<file path="src/rtl/core/opnt_pkg.sv">
// shared types, constants and helpers for the onset pitch note tracker
`default_nettype none

package opnt_pkg;

    localparam int WINDOW      = 6;
    localparam int PITCH_W     = 15;
    localparam int FRAC_W      = 8;
    localparam int LEVEL_W     = 8;
    localparam int NOTE_W      = 7;
    localparam int VEL_W       = 7;
    localparam int CNT_W       = 3;
    localparam int RANK_W      = (WINDOW > 1) ? $clog2(WINDOW) : 1;
    localparam int MEDIAN_RANK = (WINDOW - 1) / 2;
    localparam int CFG_IDX_W   = 1;
    localparam int CFG_DATA_W  = 8;
    localparam int QUEUE_DEPTH = 2;
    localparam int QPTR_W      = $clog2(QUEUE_DEPTH);
    localparam int QCNT_W      = $clog2(QUEUE_DEPTH + 1);

    localparam logic [NOTE_W-1:0] NOTE_FLOOR = 7'd45;
    localparam logic [VEL_W-1:0]  VEL_MAX    = 7'd127;
    localparam logic [VEL_W-1:0]  VEL_OFF    = 7'd0;

    localparam logic signed [LEVEL_W-1:0] THRESHOLD_RESET = -8'sd90;

    localparam logic [CFG_IDX_W-1:0] REG_SILENCE_THRESHOLD = 1'd0;
    localparam logic [CFG_IDX_W-1:0] REG_USE_MEDIAN        = 1'd1;

    // one frame's worth of events: a note-off, optionally followed by a note-on
    typedef struct packed {
        logic              two_events;
        logic [NOTE_W-1:0] off_note;
        logic [NOTE_W-1:0] on_note;
        logic [VEL_W-1:0]  on_vel;
    } cmd_t;

    function automatic logic [VEL_W-1:0] velocity_of(input logic signed [LEVEL_W-1:0] level);
        logic signed [LEVEL_W:0] sum;
        logic [VEL_W-1:0]        res;
        sum = $signed({1'b0, VEL_MAX}) + $signed({level[LEVEL_W-1], level});
        if (sum < 0)
        begin
            res = VEL_OFF;
        end
        else if (sum > $signed({2'b00, VEL_MAX}))
        begin
            res = VEL_MAX;
        end
        else
        begin
            res = sum[VEL_W-1:0];
        end
        return res;
    endfunction

endpackage

`default_nettype wire

</file>
<file path="src/rtl/core/opnt_in_if.sv">
// frame input channel
`default_nettype none

interface opnt_in_if;
    logic                                   valid;
    logic                                   ready;
    logic [opnt_pkg::PITCH_W-1:0]           pitch;
    logic                                   onset_flag;
    logic signed [opnt_pkg::LEVEL_W-1:0]    level_db;

    modport source (output valid, output pitch, output onset_flag, output level_db,
                    input ready);
    modport sink   (input valid, input pitch, input onset_flag, input level_db,
                    output ready);
endinterface

`default_nettype wire

</file>
<file path="src/rtl/core/opnt_out_if.sv">
// note event output channel
`default_nettype none

interface opnt_out_if;
    logic                           valid;
    logic                           ready;
    logic [opnt_pkg::NOTE_W-1:0]    note_number;
    logic [opnt_pkg::VEL_W-1:0]     velocity;
    logic                           last;

    modport source (output valid, output note_number, output velocity, output last,
                    input ready);
    modport sink   (input valid, input note_number, input velocity, input last,
                    output ready);
endinterface

`default_nettype wire

</file>
<file path="src/rtl/core/opnt_front.sv">
// front end: config registers, pitch window, median and note decision per frame
`default_nettype none

module opnt_front (
    input  wire logic                               clk,
    input  wire logic                               rst_n,
    input  wire logic                               cfg_we,
    input  wire logic [opnt_pkg::CFG_IDX_W-1:0]     cfg_index,
    input  wire logic [opnt_pkg::CFG_DATA_W-1:0]    cfg_data,
    opnt_in_if.sink                                 in_ch,
    input  wire logic                               q_full,
    output      logic                               push,
    output      opnt_pkg::cmd_t                     push_cmd
);

    logic signed [opnt_pkg::LEVEL_W-1:0] thr_reg;
    logic                                use_median_reg;
    logic [opnt_pkg::PITCH_W-1:0]        win_reg [opnt_pkg::WINDOW];
    logic [opnt_pkg::PITCH_W-1:0]        win_new [opnt_pkg::WINDOW];
    logic [opnt_pkg::NOTE_W-1:0]         note_reg;
    logic [opnt_pkg::NOTE_W-1:0]         note_next;
    logic [opnt_pkg::CNT_W-1:0]          count_reg;
    logic [opnt_pkg::CNT_W-1:0]          count_next;
    logic [opnt_pkg::CNT_W:0]            count_inc;
    logic [opnt_pkg::RANK_W-1:0]         rank [opnt_pkg::WINDOW];
    logic [opnt_pkg::PITCH_W-1:0]        median_pitch;
    logic [opnt_pkg::NOTE_W-1:0]         median_note;
    logic [opnt_pkg::NOTE_W-1:0]         new_note;
    logic                                accept;
    logic                                silent;

    assign in_ch.ready = !q_full;
    assign accept      = in_ch.valid && in_ch.ready;
    assign silent      = in_ch.level_db < thr_reg;
    assign new_note    = in_ch.pitch[opnt_pkg::PITCH_W-1:opnt_pkg::FRAC_W];
    assign count_inc   = {1'b0, count_reg} + {{opnt_pkg::CNT_W{1'b0}}, 1'b1};

    // window as it stands once this frame's pitch is shifted in
    always_comb
    begin
        for (int i = 0; i < opnt_pkg::WINDOW - 1; i++)
        begin
            win_new[i] = win_reg[i+1];
        end
        win_new[opnt_pkg::WINDOW-1] = in_ch.pitch;
    end

    // lower median by rank: count smaller entries, ties broken by position
    always_comb
    begin
        for (int i = 0; i < opnt_pkg::WINDOW; i++)
        begin
            rank[i] = '0;
            for (int j = 0; j < opnt_pkg::WINDOW; j++)
            begin
                if (j != i && (win_new[j] < win_new[i] ||
                               (win_new[j] == win_new[i] && j < i)))
                begin
                    rank[i] = rank[i] + opnt_pkg::RANK_W'(1);
                end
            end
        end
        median_pitch = '0;
        for (int i = 0; i < opnt_pkg::WINDOW; i++)
        begin
            if (rank[i] == opnt_pkg::RANK_W'(opnt_pkg::MEDIAN_RANK))
            begin
                median_pitch = win_new[i];
            end
        end
    end

    assign median_note = median_pitch[opnt_pkg::PITCH_W-1:opnt_pkg::FRAC_W];

    always_comb
    begin
        push       = 1'b0;
        push_cmd   = '0;
        note_next  = note_reg;
        count_next = count_reg;
        push_cmd.off_note = note_reg;
        if (accept)
        begin
            if (in_ch.onset_flag)
            begin
                if (silent)
                begin
                    if (use_median_reg)
                    begin
                        count_next = '0;
                    end
                    push = 1'b1;
                end
                else if (use_median_reg)
                begin
                    count_next = opnt_pkg::CNT_W'(1);
                end
                else
                begin
                    push                = 1'b1;
                    push_cmd.two_events = 1'b1;
                    push_cmd.on_note    = new_note;
                    push_cmd.on_vel     = opnt_pkg::velocity_of(in_ch.level_db);
                    note_next           = new_note;
                end
            end
            else if (use_median_reg && count_reg != '0)
            begin
                if (count_inc == (opnt_pkg::CNT_W+1)'(opnt_pkg::WINDOW))
                begin
                    push                = 1'b1;
                    push_cmd.two_events = median_note > opnt_pkg::NOTE_FLOOR;
                    push_cmd.on_note    = median_note;
                    // silent frame counts as +1 dB, which saturates
                    push_cmd.on_vel     = silent ? opnt_pkg::VEL_MAX
                                                 : opnt_pkg::velocity_of(in_ch.level_db);
                    note_next           = median_note;
                end
                if (count_inc >= (opnt_pkg::CNT_W+1)'(opnt_pkg::WINDOW))
                begin
                    count_next = '0;
                end
                else
                begin
                    count_next = count_inc[opnt_pkg::CNT_W-1:0];
                end
            end
        end
    end

    always_ff @(posedge clk or negedge rst_n)
    begin
        if (!rst_n)
        begin
            thr_reg        <= opnt_pkg::THRESHOLD_RESET;
            use_median_reg <= 1'b1;
            note_reg       <= '0;
            count_reg      <= '0;
            for (int i = 0; i < opnt_pkg::WINDOW; i++)
            begin
                win_reg[i] <= '0;
            end
        end
        else
        begin
            if (cfg_we)
            begin
                case (cfg_index)
                    opnt_pkg::REG_SILENCE_THRESHOLD: thr_reg <= $signed(cfg_data);
                    opnt_pkg::REG_USE_MEDIAN:        use_median_reg <= cfg_data[0];
                    default: ;
                endcase
            end
            note_reg  <= note_next;
            count_reg <= count_next;
            if (accept && use_median_reg)
            begin
                for (int i = 0; i < opnt_pkg::WINDOW; i++)
                begin
                    win_reg[i] <= win_new[i];
                end
            end
        end
    end

    a_count_range: assert property (@(posedge clk) disable iff (!rst_n)
        count_reg < opnt_pkg::CNT_W'(opnt_pkg::WINDOW))
        else $error("ready count left its range");

    a_direct_keeps_count: assert property (@(posedge clk) disable iff (!rst_n)
        (accept && !use_median_reg && !cfg_we) |=> count_reg == $past(count_reg))
        else $error("direct mode changed the ready count");

endmodule

`default_nettype wire

</file>
<file path="src/rtl/core/opnt_queue.sv">
// short command queue between front and back
`default_nettype none

module opnt_queue (
    input  wire logic               clk,
    input  wire logic               rst_n,
    input  wire logic               push,
    input  wire opnt_pkg::cmd_t     push_cmd,
    output      logic               full,
    input  wire logic               pop,
    output      opnt_pkg::cmd_t     pop_cmd,
    output      logic               empty
);

    opnt_pkg::cmd_t                  mem_reg [opnt_pkg::QUEUE_DEPTH];
    logic [opnt_pkg::QPTR_W-1:0]     wr_ptr_reg;
    logic [opnt_pkg::QPTR_W-1:0]     rd_ptr_reg;
    logic [opnt_pkg::QCNT_W-1:0]     count_reg;
    logic [opnt_pkg::QPTR_W-1:0]     wr_ptr_next;
    logic [opnt_pkg::QPTR_W-1:0]     rd_ptr_next;
    logic                            do_push;
    logic                            do_pop;

    assign full    = count_reg == opnt_pkg::QCNT_W'(opnt_pkg::QUEUE_DEPTH);
    assign empty   = count_reg == '0;
    assign do_push = push && !full;
    assign do_pop  = pop && !empty;
    assign pop_cmd = mem_reg[rd_ptr_reg];

    assign wr_ptr_next = (wr_ptr_reg == opnt_pkg::QPTR_W'(opnt_pkg::QUEUE_DEPTH - 1))
                         ? '0 : wr_ptr_reg + opnt_pkg::QPTR_W'(1);
    assign rd_ptr_next = (rd_ptr_reg == opnt_pkg::QPTR_W'(opnt_pkg::QUEUE_DEPTH - 1))
                         ? '0 : rd_ptr_reg + opnt_pkg::QPTR_W'(1);

    always_ff @(posedge clk or negedge rst_n)
    begin
        if (!rst_n)
        begin
            wr_ptr_reg <= '0;
            rd_ptr_reg <= '0;
            count_reg  <= '0;
        end
        else
        begin
            if (do_push)
            begin
                wr_ptr_reg <= wr_ptr_next;
            end
            if (do_pop)
            begin
                rd_ptr_reg <= rd_ptr_next;
            end
            if (do_push && !do_pop)
            begin
                count_reg <= count_reg + opnt_pkg::QCNT_W'(1);
            end
            else if (do_pop && !do_push)
            begin
                count_reg <= count_reg - opnt_pkg::QCNT_W'(1);
            end
        end
    end

    always_ff @(posedge clk)
    begin
        if (do_push)
        begin
            mem_reg[wr_ptr_reg] <= push_cmd;
        end
    end

    a_no_overflow: assert property (@(posedge clk) disable iff (!rst_n)
        !(push && full))
        else $error("push into a full queue");

    a_count_bound: assert property (@(posedge clk) disable iff (!rst_n)
        count_reg <= opnt_pkg::QCNT_W'(opnt_pkg::QUEUE_DEPTH))
        else $error("queue count out of range");

endmodule

`default_nettype wire

</file>
<file path="src/rtl/core/opnt_back.sv">
// back end: expands queued commands into note events behind an output register
`default_nettype none

module opnt_back (
    input  wire logic               clk,
    input  wire logic               rst_n,
    input  wire logic               empty,
    input  wire opnt_pkg::cmd_t     pop_cmd,
    output      logic               pop,
    opnt_out_if.source              out_ch
);

    logic                            out_valid_reg;
    logic [opnt_pkg::NOTE_W-1:0]     out_note_reg;
    logic [opnt_pkg::VEL_W-1:0]      out_vel_reg;
    logic                            out_last_reg;
    logic                            pend_reg;
    logic [opnt_pkg::NOTE_W-1:0]     pend_note_reg;
    logic [opnt_pkg::VEL_W-1:0]      pend_vel_reg;
    logic                            can_load;

    assign can_load = !out_valid_reg || out_ch.ready;
    assign pop      = can_load && !pend_reg && !empty;

    assign out_ch.valid       = out_valid_reg;
    assign out_ch.note_number = out_note_reg;
    assign out_ch.velocity    = out_vel_reg;
    assign out_ch.last        = out_last_reg;

    always_ff @(posedge clk or negedge rst_n)
    begin
        if (!rst_n)
        begin
            out_valid_reg <= 1'b0;
            pend_reg      <= 1'b0;
        end
        else if (can_load)
        begin
            if (pend_reg)
            begin
                out_valid_reg <= 1'b1;
                pend_reg      <= 1'b0;
            end
            else if (!empty)
            begin
                out_valid_reg <= 1'b1;
                pend_reg      <= pop_cmd.two_events;
            end
            else
            begin
                out_valid_reg <= 1'b0;
            end
        end
    end

    always_ff @(posedge clk)
    begin
        if (can_load)
        begin
            if (pend_reg)
            begin
                out_note_reg <= pend_note_reg;
                out_vel_reg  <= pend_vel_reg;
                out_last_reg <= 1'b1;
            end
            else if (!empty)
            begin
                // note-off goes first, the note-on waits one transfer
                out_note_reg  <= pop_cmd.off_note;
                out_vel_reg   <= opnt_pkg::VEL_OFF;
                out_last_reg  <= !pop_cmd.two_events;
                pend_note_reg <= pop_cmd.on_note;
                pend_vel_reg  <= pop_cmd.on_vel;
            end
        end
    end

    a_pend_has_head: assert property (@(posedge clk) disable iff (!rst_n)
        pend_reg |-> out_valid_reg)
        else $error("pending note-on without a note-off in front");

    a_not_last_pends: assert property (@(posedge clk) disable iff (!rst_n)
        (out_valid_reg && !out_last_reg) |-> pend_reg)
        else $error("event not marked last but nothing follows");

endmodule

`default_nettype wire

</file>
<file path="src/rtl/core/onset_pitch_note_tracker.sv">
// top level of the onset pitch note tracker
// the first event of a frame passes through the command queue and the output register,
//   a second event of the same frame follows it from the pending register
// throughput: one frame per cycle into a two-entry command queue while it has room; the
//   output register moves one event per cycle while the receiver is ready
// reset: threshold -90 dB, median mode, pitch window, note and ready count cleared
`default_nettype none

module onset_pitch_note_tracker (
    input  wire logic                               clk,
    input  wire logic                               rst_n,
    input  wire logic                               cfg_we,
    input  wire logic [opnt_pkg::CFG_IDX_W-1:0]     cfg_index,
    input  wire logic [opnt_pkg::CFG_DATA_W-1:0]    cfg_data,
    opnt_in_if.sink                                 in_ch,
    opnt_out_if.source                              out_ch
);

    logic           push;
    opnt_pkg::cmd_t push_cmd;
    logic           q_full;
    logic           pop;
    opnt_pkg::cmd_t pop_cmd;
    logic           q_empty;

    opnt_front u_front (
        .clk       (clk),
        .rst_n     (rst_n),
        .cfg_we    (cfg_we),
        .cfg_index (cfg_index),
        .cfg_data  (cfg_data),
        .in_ch     (in_ch),
        .q_full    (q_full),
        .push      (push),
        .push_cmd  (push_cmd)
    );

    opnt_queue u_queue (
        .clk      (clk),
        .rst_n    (rst_n),
        .push     (push),
        .push_cmd (push_cmd),
        .full     (q_full),
        .pop      (pop),
        .pop_cmd  (pop_cmd),
        .empty    (q_empty)
    );

    opnt_back u_back (
        .clk     (clk),
        .rst_n   (rst_n),
        .empty   (q_empty),
        .pop_cmd (pop_cmd),
        .pop     (pop),
        .out_ch  (out_ch)
    );

endmodule

`default_nettype wire

</file>
<file path="src/flat_wrapper.sv">
// flat-port wrapper written by rule: the top's interface ports become plain ports
module onset_pitch_note_tracker_flat 
  (clk, rst_n, cfg_we, cfg_index, cfg_data, in_ch_valid, in_ch_pitch, in_ch_onset_flag, in_ch_level_db, in_ch_ready, out_ch_valid, out_ch_note_number, out_ch_velocity, out_ch_last, out_ch_ready);
  opnt_in_if in_ch_i ();
  opnt_out_if out_ch_i ();
  input  wire logic clk;
  input  wire logic rst_n;
  input  wire logic cfg_we;
  input  wire logic [opnt_pkg::CFG_IDX_W-1:0] cfg_index;
  input  wire logic [opnt_pkg::CFG_DATA_W-1:0] cfg_data;
  input wire logic [$bits(in_ch_i.valid)-1:0] in_ch_valid;
  input wire logic [$bits(in_ch_i.pitch)-1:0] in_ch_pitch;
  input wire logic [$bits(in_ch_i.onset_flag)-1:0] in_ch_onset_flag;
  input wire logic [$bits(in_ch_i.level_db)-1:0] in_ch_level_db;
  output wire logic [$bits(in_ch_i.ready)-1:0] in_ch_ready;
  output wire logic [$bits(out_ch_i.valid)-1:0] out_ch_valid;
  output wire logic [$bits(out_ch_i.note_number)-1:0] out_ch_note_number;
  output wire logic [$bits(out_ch_i.velocity)-1:0] out_ch_velocity;
  output wire logic [$bits(out_ch_i.last)-1:0] out_ch_last;
  input wire logic [$bits(out_ch_i.ready)-1:0] out_ch_ready;
  assign in_ch_i.valid = in_ch_valid;
  assign in_ch_i.pitch = in_ch_pitch;
  assign in_ch_i.onset_flag = in_ch_onset_flag;
  assign in_ch_i.level_db = in_ch_level_db;
  assign in_ch_ready = in_ch_i.ready;
  assign out_ch_valid = out_ch_i.valid;
  assign out_ch_note_number = out_ch_i.note_number;
  assign out_ch_velocity = out_ch_i.velocity;
  assign out_ch_last = out_ch_i.last;
  assign out_ch_i.ready = out_ch_ready;
  onset_pitch_note_tracker u_core (.clk(clk), .rst_n(rst_n), .cfg_we(cfg_we), .cfg_index(cfg_index), .cfg_data(cfg_data), .in_ch(in_ch_i), .out_ch(out_ch_i));
endmodule
</file>
<file path="config.mk">
export PLATFORM = sky130hd
export DESIGN_NAME = onset_pitch_note_tracker_flat
export DESIGN_NICKNAME = d
export VERILOG_FILES = /design/src/rtl/core/opnt_pkg.sv /design/src/rtl/core/opnt_in_if.sv /design/src/rtl/core/opnt_out_if.sv /design/src/rtl/core/opnt_front.sv /design/src/rtl/core/opnt_queue.sv /design/src/rtl/core/opnt_back.sv /design/src/rtl/core/onset_pitch_note_tracker.sv /design/src/flat_wrapper.sv
export SDC_FILE = /design/constraint.sdc
export NUM_CORES = 1
export LEC_CHECK = 0
export BUFFER_PORTS_ARGS = -buffer_cell sky130_fd_sc_hd__buf_2
export CELL_PAD_IN_SITES_DETAIL_PLACEMENT = 0
export CELL_PAD_IN_SITES_GLOBAL_PLACEMENT = 1
export CORE_ASPECT_RATIO = 1.2
export CORE_MARGIN = 8
export CORE_UTILIZATION = 29
export CTS_CLUSTER_DIAMETER = 80
export DETAILED_ROUTE_END_ITERATION = 8
export HOLD_SLACK_MARGIN = 0.05
export PLACE_DENSITY_LB_ADDON = 0.1
export SLEW_MARGIN = 10
export SYNTH_ARGS = -nofsm -noshare
export SYNTH_HDL_FRONTEND = slang
export SYNTH_HIERARCHICAL = 1
export SYNTH_SLANG_ARGS = --single-unit
</file>
<file path="constraint.sdc">
create_clock -name clk -period 4.8 [get_ports clk]
set_input_delay 0.48 -clock clk [delete_from_list [all_inputs] [get_ports clk]]
set_output_delay 0.48 -clock clk [all_outputs]
set_load 0.01 [all_outputs]
</file>
==> flow_summary.ini, run 1 <==
[synthesis]
synth_seq_area_share_pct = 33.9
yosysUniqueCellTypes = 91
synth_warnings = 6
syn_area_sq_um = 13900
synth_top_area_share_pct = 23.5
netlist_top_cells_area = ha_1 23%, dfrtp_1 17%, edfxtp_1 16%
syn_area_per_cell_sq_um = 9.55
synth_largest_area_cell = ha_1
synth_ff_type = dfrtp_1
synth_cells = 1451
syn_nets = 1749
synth_edf_count = 73
async_reset_ff_share_pct = 57.8
synth_seq_cells = 173

[final_layout]
multi_input_area_sq_um = 9350
n_antenna_cell = 0
drive_above_1_share_pct = 34.4
fin_cells = 2478
nNetsFinal = 2140
largest_register_ff_count = 75
ff_latch_area_sq_um = 4710
final.fill_count = 4712
area_delta_synth_final_pct = 35.9

[critical_path]
startpoint_type = register
cp-endpoint = u_core/u_queue/mem_reg[1][21]
worstPathRequired_ns = 4.99
r2r_cells = 23
rr_startpoint = u_core/u_front/win_new[69]
timing.rr.end = u_core/u_queue/mem_reg[1][21]
crit_fanout = 4
worst_ep_arrival_time_ns = 5.44
r2r_slack_ns = -0.45
end_kind = register
cp-startpoint = u_core/u_front/win_new[69]
worst-setup-path-type = register to register

[timing]
hold_viol = 0
max_freq_mhz = 190
setup_ws_ns = -0.452
setup_viol = 23
rsz0062_at_grt = yes
period_share_pct = 109
period_minus_slack_ns = 5.25
slew_headroom_pct = 43.8
final-max-slew-violation-count = 0
clock_skew_ns = 0.0122
tightest_slew_ns = 0.842
holdWs_ns = 0.0952
setup_tns_ns = -7.05

[placed_design]
place_hpwl_mm = 40.3
place.port_buffers = 54
gp_congestion = 0.842
place_ws_ns = -0.906
dp.cells = 2425

[global_routing]
antenna_found_initial = 0
track_usage_pct = 17.7
gr-total-overflow = 0
grt_max_degree = 76
grt_pass1_vias = 12700
grt_pass1_wl_mm = 74.6

[floorplanning]
num_io_pins = 55
core_area_sq_um = 47100
std_cell_rows = 87
die_w_um = 216
die_y_um = 255
start_util_pct = 29.4
die-area_sq_um = 55100

[cts]
cts-root-buf = clkbuf_16
cts_buffers = 17
cts_max_path_buffers = 2
cts_sinks = 173
cts_hold_buf = 0
cts_max_level = 4
cts_tree = yes
clk_latency_ns = 0.47
path_clk_slew_ns = 0.08

[status]
outcome = finished with violations
violations = setup timing

[route]
finalWirelength_mm = 48.8
first_pass_iters = 5
drc = 0
drt_iter0_drc = 616
via_per_inst = 4.95
vias = 12300
ant_nets = 0
wl_per_cell_um = 19.7

[run]
drv_cap = 0

[hold_path]
hp-class = primary input to asynchronous set/reset pin
-- area by class of cell --
| class | count | area share [%] |
|---|---|---|
| multi-input cells | 1129 | 49.7 |
| inverters | 120 | 2.42 |
| clock buffers | 18 | 2.28 |
| repair buffers | 401 | 15.6 |
| flip-flops and latches | 173 | 25.0 |
| well taps | 623 | 4.14 |
| clock inverters | 14 | 0.917 |
-- per-layer routing --
layer	wire (um)	GRT usage (%)	share of wire [%]
met5	0	0	0
met4	1830	7.27	3.8
met3	1120	2.46	2.3
met2	24600	31.3	50
met1	21300	21.2	44
-- critical path: stages (launching register included) --
cell and delay [ns]:
dfrtp_1 0.42, inv_2 0.10, ha_4 0.20, and3_4 0.15, a221o_1 0.35, a221oi_2 0.27
buf_4 0.17, a22oi_2 0.07, ha_4 0.30, nor2_1 0.05, a311o_1 0.40, nor2_2 0.19
ha_4 0.16, inv_4 0.04, a311oi_4 0.24, buf_4 0.17, xnor2_2 0.10, xnor2_1 0.09
a22oi_2 0.31, inv_2 0.09, a31o_1 0.19, a2111o_1 0.47, o311ai_2 0.27, o211ai_1 0.15
-- placed cells by master (no fill, tap or decap), drive strengths merged, types with 14 or more instances in the layout --
master / instances
o21ai: 135
nor2b: 15
and4: 14
a21o: 20
edfxtp: 73
nand4: 27
nor3: 29
nand2: 151
nor2: 76
dfrtp: 95
and2: 14
mux2: 36
a211oi: 24
buf: 401
ha: 260
clkbuf: 18
xnor2: 21
nand3: 35
a21oi: 90
inv: 126
-- how the worst min path moves through the flow --
stage / start / to / slack [ns]
floorplan: rst_n / u_core/u_back/out_ch.valid / 0.18
global placement: u_core/u_front/note_reg[1] / u_core/u_queue/mem_reg[0][15] / 0.45
detailed placement: u_core/u_front/note_reg[1] / u_core/u_queue/mem_reg[0][15] / 0.46
finish: rst_n / u_core/u_front/win_new[80] / 0.1
global route: rst_n / u_core/u_front/win_new[78] / 0.13
CTS: rst_n / u_core/u_front/win_new[80] / 0.11
-- cells in the mapped netlist (all sizes together) (15+ instances only) --
cell and n:
edfxtp 73, o21ai 135, dfrtp 95, nor2 76, nor2b 15, mux2 36
a21o 20, clkbuf 22, nand3 35, xnor2 21, a211oi 24, nand4 27
ha 260, nor3 29, inv 119, a21oi 90, nand2 151
-- cell families (layout without fill, tap and decap cells) --
group	count (synthesis)	in the layout	synth area share, %
AOI/OAI and AO/OA	368	368	17.0
xor gates and xnor gates	31	31	2.23
adders and majority gates	260	260	23.5
buffers and inverters	149	553	4.30
DFF	173	173	33.9
muxes	47	47	3.81
and+or+nand+nor	423	423	15.3
-- metrics by stage --
stage	cell area [sq um]	util, %
floorplan	14100	-
global placement	17500	37.1
detailed placement	17500	37.1
CTS	18400	39.0
global route	18800	40.0
finish	18800	40.0
-- timing repair --
action | in CTS | in global routing
setup buffers | 10 | 12
pin swaps | 28 | 48
resized for setup | 51 | 72
endpoints found under the setup margin | 23 | 23
hold endpoints to repair | 0 | 0
Power of run 1 is not shown: default switching activity piles up to over one toggle a cycle in this logic, so the estimate is an artifact.
==> run 2, diff against run 1 <==
--- a/config.mk
+++ b/config.mk
@@ -18,5 +18,4 @@
 export SLEW_MARGIN = 10
 export SYNTH_ARGS = -nofsm -noshare
 export SYNTH_HDL_FRONTEND = slang
-export SYNTH_HIERARCHICAL = 1
 export SYNTH_SLANG_ARGS = --single-unit
==> run 2 against run 1 <==
  * The run still ends with setup timing left
  * Clock skew up 0.0013 ns
  * Core utilization up 1.5 points
  * Flip-flop and latch count unchanged
  * Setup slack lost 0.018 ns
  * Critical endpoint is now u_core.u_queue.mem_reg[0][21]
  * Highest routed layer unchanged
==> flow_summary.ini, run 2 <==
[cts]
cts_tree = yes
path_clk_slew_ns = 0.08
cts_max_path_buffers = 2
cts_sinks = 173
clk_latency_ns = 0.49
cts-root-buf = clkbuf_16
cts_max_level = 4
cts_buffers = 17

[final_layout]
nNetsFinal = 2161
largest_register_ff_count = 75
layout_commonest_cell = buf_4
n_antenna_cell = 0
area_delta_synth_final_pct = 42.0
drive_above_1_share_pct = 37.2
layout_common_cells = 362 x buf_4, 224 x ha_1, 158 x nand2_1, 114 x o21ai_0, 96 x inv_1

[run]
drv_cap = 0

[floorplanning]
die-area_sq_um = 54200
core_area_sq_um = 46700
start_util_pct = 29.2
num_io_pins = 55
std_cell_rows = 87
die_w_um = 214
die_y_um = 253

[timing]
period_minus_slack_ns = 5.27
tightest_slew_ns = 0.837
slew_headroom_pct = 44.1
hold_viol = 0
setup_tns_ns = -7.69
rsz0062_at_grt = yes
period_share_pct = 110
setup_viol = 23
final-max-slew-violation-count = 0
clock_skew_ns = 0.0135
setup_ws_ns = -0.470
max_freq_mhz = 190

[synthesis]
synth_ff_type = dfrtp_1
syn_area_per_cell_sq_um = 9.46
synth_common_cells = 260 x ha_1, 167 x nand2_1, 129 x o21ai_0, 113 x inv_1, 100 x a21oi_1
synth_warnings = 0
synth-simple-area-share_pct = 14.9
netlist_top_cells_area = ha_1 24%, dfrtp_1 17%, edfxtp_1 16%
synth_largest_area_cell = ha_1
synth_cells = 1439
yosysUniqueCellTypes = 83
synth_compound_area_share_pct = 17.9
synth_seq_area_share_pct = 34.5
synth_edf_count = 73
synth_most_common_cell = ha_1
synth_top_area_share_pct = 23.9
synth-xor-area-share_pct = 1.86
synthMuxAreaShare_pct = 2.69
synth_seq_cells = 173
async_reset_ff_share_pct = 57.8
syn_nets = 1737
synth_top_family_by_area = adder cells
syn_area_sq_um = 13600
synthAdderAreaFrac_pct = 23.9

[global_routing]
gr-total-overflow = 0
grt_pass1_vias = 12700
grt_pass1_wl_mm = 77.6
grt_max_degree = 63
antenna_found_initial = 0
track_usage_pct = 19.4

[route]
vias = 12400
wl_per_cell_um = 20.6
highest-signal-layer = met4
first_pass_iters = 4
via_per_inst = 4.95
ant_nets = 0
finalWirelength_mm = 51.5
drt-met1-wl_mm = 20.5
dr_wl_met3_mm = 1.34
drt_iter0_drc = 610
drc = 0
met2_length_mm = 27.2

[critical_path]
cpPeakStageDelay_ns = 0.51
worst_ep_arrival_time_ns = 5.52
crit_buf_inv = 1
rr_startpoint = u_core.u_front.win_new[88]
worst-setup-path-type = register to register
crit_fanout = 5
cp-startpoint = u_core.u_front.win_new[88]
crit_chain = buf_6, ha_4, and4_4, nand4_1, o21ai_2, o22ai_4, ha_4, a211o_1, nand2_2, ha_4, nand2b_4, o21a_1, ha_4, xor2_2, xnor2_1, nor2_1, mux2_4, a32oi_2, o22ai_4, and4_1, o31ai_2, a31oi_1, or3b_1, o211a_1
cp_top_family = compound AO/OA/AOI/OAI gates
worstPathRequired_ns = 5.05
end_kind = register
crit_path_frequent_cell = ha_4
cp_slowest_cell = dfrtp_2
startpoint_type = register

[placed_design]
place_hpwl_mm = 42.2
gp_congestion = 0.904
place.port_buffers = 54

[status]
outcome = finished with violations
violations = setup timing

[hold_path]
min_from = cfg_data[6]
hp-class = primary input to register
run 2: cell types whose count changed after synthesis, moves of 7 or more:
cell / previous run / this run
a211oi_1: 24 / 17
nand4_1: 26 / 45
nor2_1: 76 / 48
o211ai_1: 5 / 13
and4_1: 14 / 5
mux2_2: 36 / 21
nor3_1: 29 / 22
nand2_1: 151 / 167
a21oi_1: 88 / 100
run 2: repair_timing:
item | CTS | global route
pin swaps | 38 | 60
gates resized for setup | 115 | 112
hold buffers | 1 | 0
hold endpoints to repair | 28 | 0
setup buffers | 20 | 23
endpoints found under the setup margin | 23 | 23
gates cloned | 0 | 1
run 2: path summary, 6_finish.rpt:
| kind | endpoint | slack, ns | cells after the start |
|---|---|---|---|
| setup / recovery | u_core.u_queue.mem_reg[0][21] | -0.47 | 24 |
| hold / removal | u_core.u_front.thr_reg[6] | 0.20 | 3 |
| setup reg to reg | u_core.u_queue.mem_reg[0][21] | -0.47 | 24 |
| hold reg to reg | u_core.u_queue.mem_reg[0][16] | 0.48 | 0 |
| max in group asynchronous | u_core.u_front.win_new[86] | 3.24 | 3 |
| min in group asynchronous | u_core.u_front.win_new[18] | 0.48 | 2 |
run 2: through the flow:
stage	instances	area (sq um)	hold slack (ns)	setup WS (ns)	util, %
floorplan	1439	13700	0.184	-0.163	-
global placement	2425	17200	0.449	-0.791	36.8
detailed placement	2425	17200	0.458	-0.849	36.8
CTS	2477	18500	0.153	-0.412	39.6
global route	2499	19300	0.173	-0.669	41.4
finish	2499	19300	0.195	-0.470	41.4
run 2: logic make-up after synthesis:
| kind of cell | after synthesis |
|---|---|
| DFF | 173 |
| xor gates and xnor gates | 28 |
| buffers and inverters | 149 |
| muxes | 34 |
| and+or+nand+nor | 412 |
| AOI/OAI and AO/OA | 383 |
| adders and majority gates | 260 |
run 2: final cells by class:
type	count	area, sq um
timing repair buffer	439	3290
clock inverter	14	158
clock buffer	18	429
inverter	115	447
multi-input combinational	1117	9510
sequential	173	4720
tap	623	779
fill	4650	27400
run 2: routing by layer:
layer  track usage, %  vias to the layer above
met2             35.9                      185
li1                 -                     6187
met4             9.29                        0
met1             21.1                     5917
met5                0                        -
met3             3.23                       82
run 2: worst min-delay path, stage by stage:
cell and delay, ns:
buf_2 0.08, nand2_1 0.04, o21ai_0 0.06
Power of run 2 is left out for the same reason.
